**src/hdl/texel_format_packer_unit_macros.svh**
```systemverilog
// Assertion helpers shared by the texel packer RTL.
`ifndef TEXEL_FORMAT_PACKER_UNIT_MACROS_SVH
`define TEXEL_FORMAT_PACKER_UNIT_MACROS_SVH

// Clocked assertion that is off while reset is held.
`define TFP_ASSERT(label, prop, msg) \
  label: assert property (@(posedge clk_i) disable iff (!rst_ni) prop) else $error(msg);

// Clocked assertion that only applies while a result is being offered.
`define TFP_ASSERT_OUT(label, cond, msg) \
  `TFP_ASSERT(label, out_valid_o |-> (cond), msg)

`endif

```
**src/hdl/texfp_pkg.sv**
```systemverilog
`timescale 1ns / 1ps
`default_nettype none

package texfp_pkg;

  // Register indexes on the configuration port.
  localparam logic [1:0] CFG_PIXEL_FORMAT = 2'd0;
  localparam logic [1:0] CFG_TEXEL_SIZE   = 2'd1;

  // Pixel format codes.
  localparam logic [1:0] FMT_RGBA = 2'd0;
  localparam logic [1:0] FMT_IA   = 2'd1;
  localparam logic [1:0] FMT_I    = 2'd2;

  // Texel size codes.
  localparam logic [1:0] SIZE_4  = 2'd0;
  localparam logic [1:0] SIZE_8  = 2'd1;
  localparam logic [1:0] SIZE_16 = 2'd2;
  localparam logic [1:0] SIZE_32 = 2'd3;

  localparam logic [1:0] PIXEL_FORMAT_RESET = FMT_RGBA;
  localparam logic [1:0] TEXEL_SIZE_RESET   = SIZE_16;

  // Divide-by-three of a sum below 768: (s * 683) >> 11 is exact there.
  localparam logic [9:0] LUM_RECIP = 10'd683;
  localparam int unsigned LUM_SHIFT = 11;

  typedef struct packed {
    logic [7:0] red;
    logic [7:0] green;
    logic [7:0] blue;
    logic [7:0] alpha;
  } pixel_t;

  typedef struct packed {
    logic [7:0]  intensity;
    logic        alpha_nz;
    logic [15:0] rgba16;
  } lane_t;

endpackage

`default_nettype wire

```
**src/hdl/texfp_lane.sv**
```systemverilog
`timescale 1ns / 1ps
`default_nettype none

module texfp_lane (
  input  texfp_pkg::pixel_t pixel_i,
  output texfp_pkg::lane_t  lane_o
);
  import texfp_pkg::*;

  logic [9:0]  sum;
  logic [19:0] prod;

  assign sum  = {2'b00, pixel_i.red} + {2'b00, pixel_i.green} + {2'b00, pixel_i.blue};
  assign prod = sum * LUM_RECIP;

  assign lane_o.intensity = prod[LUM_SHIFT +: 8];
  assign lane_o.alpha_nz  = |pixel_i.alpha;
  assign lane_o.rgba16    = {pixel_i.red[7:3], pixel_i.green[7:3], pixel_i.blue[7:3],
                             lane_o.alpha_nz};

endmodule

`default_nettype wire

```
**src/hdl/texfp_merge.sv**
```systemverilog
`timescale 1ns / 1ps
`default_nettype none

module texfp_merge (
  input  logic [1:0]        pixel_format_i,
  input  logic [1:0]        texel_size_i,
  input  texfp_pkg::pixel_t pix0_i,
  input  texfp_pkg::pixel_t pix1_i,
  input  texfp_pkg::lane_t  lane0_i,
  input  texfp_pkg::lane_t  lane1_i,
  output logic [63:0]       packed_o,
  output logic [3:0]        count_o
);
  import texfp_pkg::*;

  logic [7:0] i0;
  logic [7:0] i1;

  assign i0 = lane0_i.intensity;
  assign i1 = lane1_i.intensity;

  always_comb begin
    packed_o = '0;
    count_o  = 4'd0;
    unique case (pixel_format_i)
      FMT_RGBA: begin
        if (texel_size_i == SIZE_16) begin
          packed_o = {32'd0, lane0_i.rgba16, lane1_i.rgba16};
          count_o  = 4'd4;
        end else if (texel_size_i == SIZE_32) begin
          packed_o = {pix0_i, pix1_i};
          count_o  = 4'd8;
        end
      end
      FMT_IA: begin
        unique case (texel_size_i)
          SIZE_4: begin
            packed_o = {56'd0, i0[7:5], lane0_i.alpha_nz, i1[7:5], lane1_i.alpha_nz};
            count_o  = 4'd1;
          end
          SIZE_8: begin
            packed_o = {48'd0, i0[7:4], pix0_i.alpha[7:4], i1[7:4], pix1_i.alpha[7:4]};
            count_o  = 4'd2;
          end
          SIZE_16: begin
            packed_o = {32'd0, i0, pix0_i.alpha, i1, pix1_i.alpha};
            count_o  = 4'd4;
          end
          default: begin
            packed_o = '0;
            count_o  = 4'd0;
          end
        endcase
      end
      FMT_I: begin
        if (texel_size_i == SIZE_4) begin
          packed_o = {56'd0, i0[7:4], i1[7:4]};
          count_o  = 4'd1;
        end else if (texel_size_i == SIZE_8) begin
          packed_o = {48'd0, i0, i1};
          count_o  = 4'd2;
        end
      end
      default: begin
        packed_o = '0;
        count_o  = 4'd0;
      end
    endcase
  end

endmodule

`default_nettype wire

```
**src/hdl/texel_format_packer_unit.sv**
```systemverilog
// Both lanes and the merge sit before one output register, from which the result is offered.
// Throughput: one pixel pair per cycle while the output register is not stalled by the sink.
// The input is ready whenever the output register is empty or its result is taken this cycle.
// Reset clears the output valid flag and sets pixel_format to rgba and texel_size to 16 bits.
`timescale 1ns / 1ps
`default_nettype none
`include "texel_format_packer_unit_macros.svh"

module texel_format_packer_unit (
  input  logic        clk_i,
  input  logic        rst_ni,
  input  logic        cfg_valid_i,
  output logic        cfg_ready_o,
  input  logic [1:0]  cfg_index_i,
  input  logic [1:0]  cfg_data_i,
  input  logic        in_valid_i,
  output logic        in_ready_o,
  input  logic [7:0]  first_red_i,
  input  logic [7:0]  first_green_i,
  input  logic [7:0]  first_blue_i,
  input  logic [7:0]  first_alpha_i,
  input  logic [7:0]  second_red_i,
  input  logic [7:0]  second_green_i,
  input  logic [7:0]  second_blue_i,
  input  logic [7:0]  second_alpha_i,
  input  logic        final_pair_i,
  output logic        out_valid_o,
  input  logic        out_ready_i,
  output logic [63:0] packed_bytes_o,
  output logic [3:0]  byte_count_o,
  output logic        final_out_o
);
  import texfp_pkg::*;

  logic [1:0]  pixel_format_q;
  logic [1:0]  texel_size_q;
  logic        out_valid_q;
  logic [63:0] packed_q;
  logic [63:0] packed_d;
  logic [3:0]  count_q;
  logic [3:0]  count_d;
  logic        final_q;
  logic        in_fire;
  pixel_t      pix [2];
  lane_t       lane [2];
  logic        count_legal;
  logic        upper_bytes_zero;
  logic        size_wr;

  assign cfg_ready_o = 1'b1;

  always_ff @(posedge clk_i or negedge rst_ni) begin
    if (!rst_ni) begin
      pixel_format_q <= PIXEL_FORMAT_RESET;
      texel_size_q   <= TEXEL_SIZE_RESET;
    end else if (cfg_valid_i) begin
      if (cfg_index_i == CFG_PIXEL_FORMAT) begin
        pixel_format_q <= cfg_data_i;
      end else if (cfg_index_i == CFG_TEXEL_SIZE) begin
        texel_size_q <= cfg_data_i;
      end
    end
  end

  assign pix[0] = '{red: first_red_i, green: first_green_i, blue: first_blue_i,
                    alpha: first_alpha_i};
  assign pix[1] = '{red: second_red_i, green: second_green_i, blue: second_blue_i,
                    alpha: second_alpha_i};

  for (genvar g = 0; g < 2; g++) begin : g_lane
    texfp_lane u_lane (
      .pixel_i(pix[g]),
      .lane_o (lane[g])
    );
  end

  texfp_merge u_merge (
    .pixel_format_i(pixel_format_q),
    .texel_size_i  (texel_size_q),
    .pix0_i        (pix[0]),
    .pix1_i        (pix[1]),
    .lane0_i       (lane[0]),
    .lane1_i       (lane[1]),
    .packed_o      (packed_d),
    .count_o       (count_d)
  );

  // The output register refills in the same cycle its result leaves.
  assign in_ready_o = !out_valid_q || out_ready_i;
  assign in_fire    = in_valid_i && in_ready_o;

  always_ff @(posedge clk_i or negedge rst_ni) begin
    if (!rst_ni) begin
      out_valid_q <= 1'b0;
    end else if (in_ready_o) begin
      out_valid_q <= in_valid_i;
    end
  end

  always_ff @(posedge clk_i) begin
    if (in_fire) begin
      packed_q <= packed_d;
      count_q  <= count_d;
      final_q  <= final_pair_i;
    end
  end

  assign out_valid_o    = out_valid_q;
  assign packed_bytes_o = packed_q;
  assign byte_count_o   = count_q;
  assign final_out_o    = final_q;

  // Only the counts that a packing can give are legal, and bytes above the count read as zero.
  always_comb begin
    count_legal      = 1'b0;
    upper_bytes_zero = 1'b0;
    unique case (byte_count_o)
      4'd0: begin
        count_legal      = 1'b1;
        upper_bytes_zero = (packed_bytes_o == 64'd0);
      end
      4'd1: begin
        count_legal      = 1'b1;
        upper_bytes_zero = (packed_bytes_o[63:8] == 56'd0);
      end
      4'd2: begin
        count_legal      = 1'b1;
        upper_bytes_zero = (packed_bytes_o[63:16] == 48'd0);
      end
      4'd4: begin
        count_legal      = 1'b1;
        upper_bytes_zero = (packed_bytes_o[63:32] == 32'd0);
      end
      4'd8: begin
        count_legal      = 1'b1;
        upper_bytes_zero = 1'b1;
      end
      default: begin
        count_legal      = 1'b0;
        upper_bytes_zero = 1'b0;
      end
    endcase
  end

  assign size_wr = cfg_valid_i && cfg_ready_o && (cfg_index_i == CFG_TEXEL_SIZE);

  `TFP_ASSERT(a_accept_gives_result, in_fire |=> out_valid_o, "accepted request lost")
  `TFP_ASSERT_OUT(a_count_legal, count_legal, "illegal byte count")
  `TFP_ASSERT_OUT(a_unused_bytes_zero, upper_bytes_zero, "bytes above count not zero")
  `TFP_ASSERT(a_cfg_size_write, size_wr |=> texel_size_q == $past(cfg_data_i), "size write lost")

endmodule

`default_nettype wire
```
**config.mk**
```make
export PLATFORM = sky130hd
export DESIGN_NAME = texel_format_packer_unit
export DESIGN_NICKNAME = d
export VERILOG_FILES = /design/src/hdl/texfp_pkg.sv /design/src/hdl/texfp_lane.sv /design/src/hdl/texfp_merge.sv /design/src/hdl/texel_format_packer_unit.sv
export VERILOG_INCLUDE_DIRS = /design/src /design/src/hdl
export SDC_FILE = /design/constraint.sdc
export NUM_CORES = 1
export LEC_CHECK = 0
export BUFFER_PORTS_ARGS = -buffer_cell sky130_fd_sc_hd__buf_4
export CAP_MARGIN = 15
export CORE_ASPECT_RATIO = 2
export CORE_UTILIZATION = 51
export DETAILED_ROUTE_END_ITERATION = 10
export PLACE_DENSITY = 0.74
export SLEW_MARGIN = 20
export SYNTH_ARGS = -nofsm -noshare
export SYNTH_HDL_FRONTEND = slang
export SYNTH_SLANG_ARGS = --single-unit
```
**constraint.sdc**
```tcl
create_clock -name clk_i -period 3.5 [get_ports clk_i]
set_input_delay 0.7 -clock clk_i [delete_from_list [all_inputs] [get_ports clk_i]]
set_output_delay 0.7 -clock clk_i [all_outputs]
set_load 0.02 [all_outputs]
```
==> impl_metrics.toml <==
[yosys]
synth_flop_cell = "edfxtp_1"
synth-seq-cells = 74
yosysUniqueCellTypes = 63
async_reset_ff_frac = 0.0676
synth_edf_count = 69
yosys.area.top_type_share = 0.266
synth.area.mux_share = 0.0199
post_synth.cell_area_avg_sq_um = 10.5
yosys.area_share.simple = 0.0961
synth-warning-count = 0
synth_top_family_by_area = "adder cells"
yosysTopAreaCell = "edfxtp_1"
synth_xor_area_frac = 0.0483
synth_area_sq_um = 7800
synth_commonest_cells = "ha_1, inv_1, edfxtp_1"
synth_compound_area_frac = 0.141
synthCells = 740
syn_nets = 1008
synth_area_leaders = "edfxtp_1, ha_1, fa_1"
synth_seq_area_share = 0.282
yosysMostFrequentCell = "ha_1"
synth_fa_ha_area_frac = 0.355

[die]
die_area_sq_um = 15800
io_pins = 146
coreArea_sq_um = 14900
start_util = 0.523
die_w_um = 89.4
placementRows = 63
dieHeight_um = 177

[cells_and_area]
antennaDiodeCount = 0
num-nets-final = 1351
drive_gt1_frac = 0.439
multi_input_area_sq_um = 5870
fillers = 902
final_util = 0.784
syn2layout_area_growth_pct = 49.8
design_area_sq_um = 11700
regArea_sq_um = 2200

[routing]
first_pass_iters = 7
first_iter_violations = 523
drc = 0
wl_um = 27400
detail_route.vias_per_cell = 5.75
post_drt_wl_per_cell_um = 21.4
ant_nets = 0
vias = 7372

[timing]
fin_crit_ns = 7.10
clock_skew_ns = 0.00867
finalHoldViolCount = 0
worst_slew_pin_slew_ns = 0.916
fin_crit_sh = 2.03
fmax_ghz = 0.141
slew_violations = 0
timing.final.ws_setup_ns = -3.60
maxSlewHeadroom = 0.383
hold_slack_ns = 0.150
setup_violations = 24
rsz0062_at_grt = "yes"

[global_route]
first_global_vias = 7765
grt_pass1_wl_um = 40400
grtUsageTotal = 0.351
grt_max_degree = 58
grt-ovfl-total = 0
antenna_found_initial = 0

[placed_design]
dp_slack_ns = -4.12
postPlaceCellArea_sq_um = 10500
globalplace.congestion = 0.962
io_buffers = 144
hpwl_um = 21200

[clock_tree]
clk_latency_ns = 0.33
cts_root_buf = "clkbuf_16"
numClockSinks = 74
cts_buffers = 9
clk_path_buf_depth = 2
cts_max_level = 3
cts_tree = "yes"
path_clk_slew_ns = 0.06
cts_hold_buf = 0

[status]
status = "finished with violations"
violations = "setup timing"

[critical_path]
slowest_stage = "fa_1"
cp_data_arrival_time_ns = 7.16
required_ns = 3.56
crit_path_start_kind = "input port"
reg2reg_depth = 7
max_stage_delay_ns = 0.58
path_class = "in2reg"
r2r-start = "pixel_format_q[1]"
r2r_end = "packed_bytes_o[1]"
cpMostUsedCell = "a21o_1"
path_max_fanout = 3
worstSetupEndpointType = "register"
reg2reg_setup_slack_ns = 0.87

[hold_path]
hold_class = "in2async"

[job]
cap_violations = 0
## worst max-delay path: cells and delay by family
family,cells,cell delay (ns)
fa+ha+maj,9,3.28
buf+inv,6,0.48
simple gates,5,0.76
xor+xnor,2,0.31
compound gates,10,1.61
## layer usage
layer / up-vias / global-route usage / part of all wire
li1: 3335 / - / -
met1: 3554 / 0.338 / 0.32
met2: 349 / 0.618 / 0.53
met3: 134 / 0.0849 / 0.067
met4: 0 / 0.266 / 0.089
met5: - / 0 / 0
## registers in the layout, indices dropped and copies added, names as in the netlist
signal,count
pixel_format_q,2
out_valid_o,1
texel_size_q,2
final_out_o,1
byte_count_o,4
packed_bytes_o,64
## how the worst max path moves through the flow
stage,start,end,slack [ns]
floorplan,first_red_i[0],packed_bytes_o[15],-3.31
global placement,first_red_i[0],packed_bytes_o[5],-4.05
detailed placement,first_red_i[0],packed_bytes_o[5],-4.12
CTS,first_red_i[0],packed_bytes_o[12],-3.61
global route,first_red_i[0],packed_bytes_o[12],-3.80
finish,first_red_i[0],packed_bytes_o[4],-3.60
## layout by cell type (no fill, tap or decap), types with 5 or more instances in the layout
cell type,n
buf_4,336
ha_1,131
inv_1,98
edfxtp_1,69
fa_1,40
and2_1,36
nor2_1,25
o21ai_0,24
nand2_1,19
xnor2_1,18
ha_4,16
a21o_1,14
mux2i_1,11
nand2b_1,10
a21oi_2,10
xnor2_2,10
a21oi_1,10
o21ai_1,9
a22oi_1,9
clkbuf_16,9
xor2_1,8
o21ai_2,8
o221ai_1,8
buf_6,8
o21a_1,7
nor3_1,7
a222oi_1,7
inv_2,6
nor2b_1,5
fa_2,5
## area by class of cell
class / instances / share of cell area
flip-flops and latches: 74 / 0.188
clock inverters: 7 / 0.00664
repair buffers: 348 / 0.229
clock buffers: 9 / 0.0193
well taps: 195 / 0.0209
inverters: 104 / 0.0334
multi-input cells: 546 / 0.502
## per-stage QoR
step,cells,setup TNS (ns)
floorplan,740,-73.72
global placement,1238,-88.88
global route,1283,-86.03
CTS,1267,-80.06
detailed placement,1238,-91.79
finish,1283,-81.42
## kinds of logic (layout without fill, tap and decap cells)
group,count (synthesis),count (layout)
xor+xnor,43,43
other cells,1,1
simple gates,139,139
fa+ha+maj,194,194
buf+inv,120,468
compound gates,154,154
flops,74,74
mux,15,15
## repair_timing
action                     in CTS  in global routing
pin swaps                      68                 56
setup endpoints to repair      24                 24
gates resized for setup        59                 51
buffers inserted               17                 16
Power is left out: the tool's default activity adds up to more than one toggle a clock period on the data nets, which glitch-free logic cannot reach.
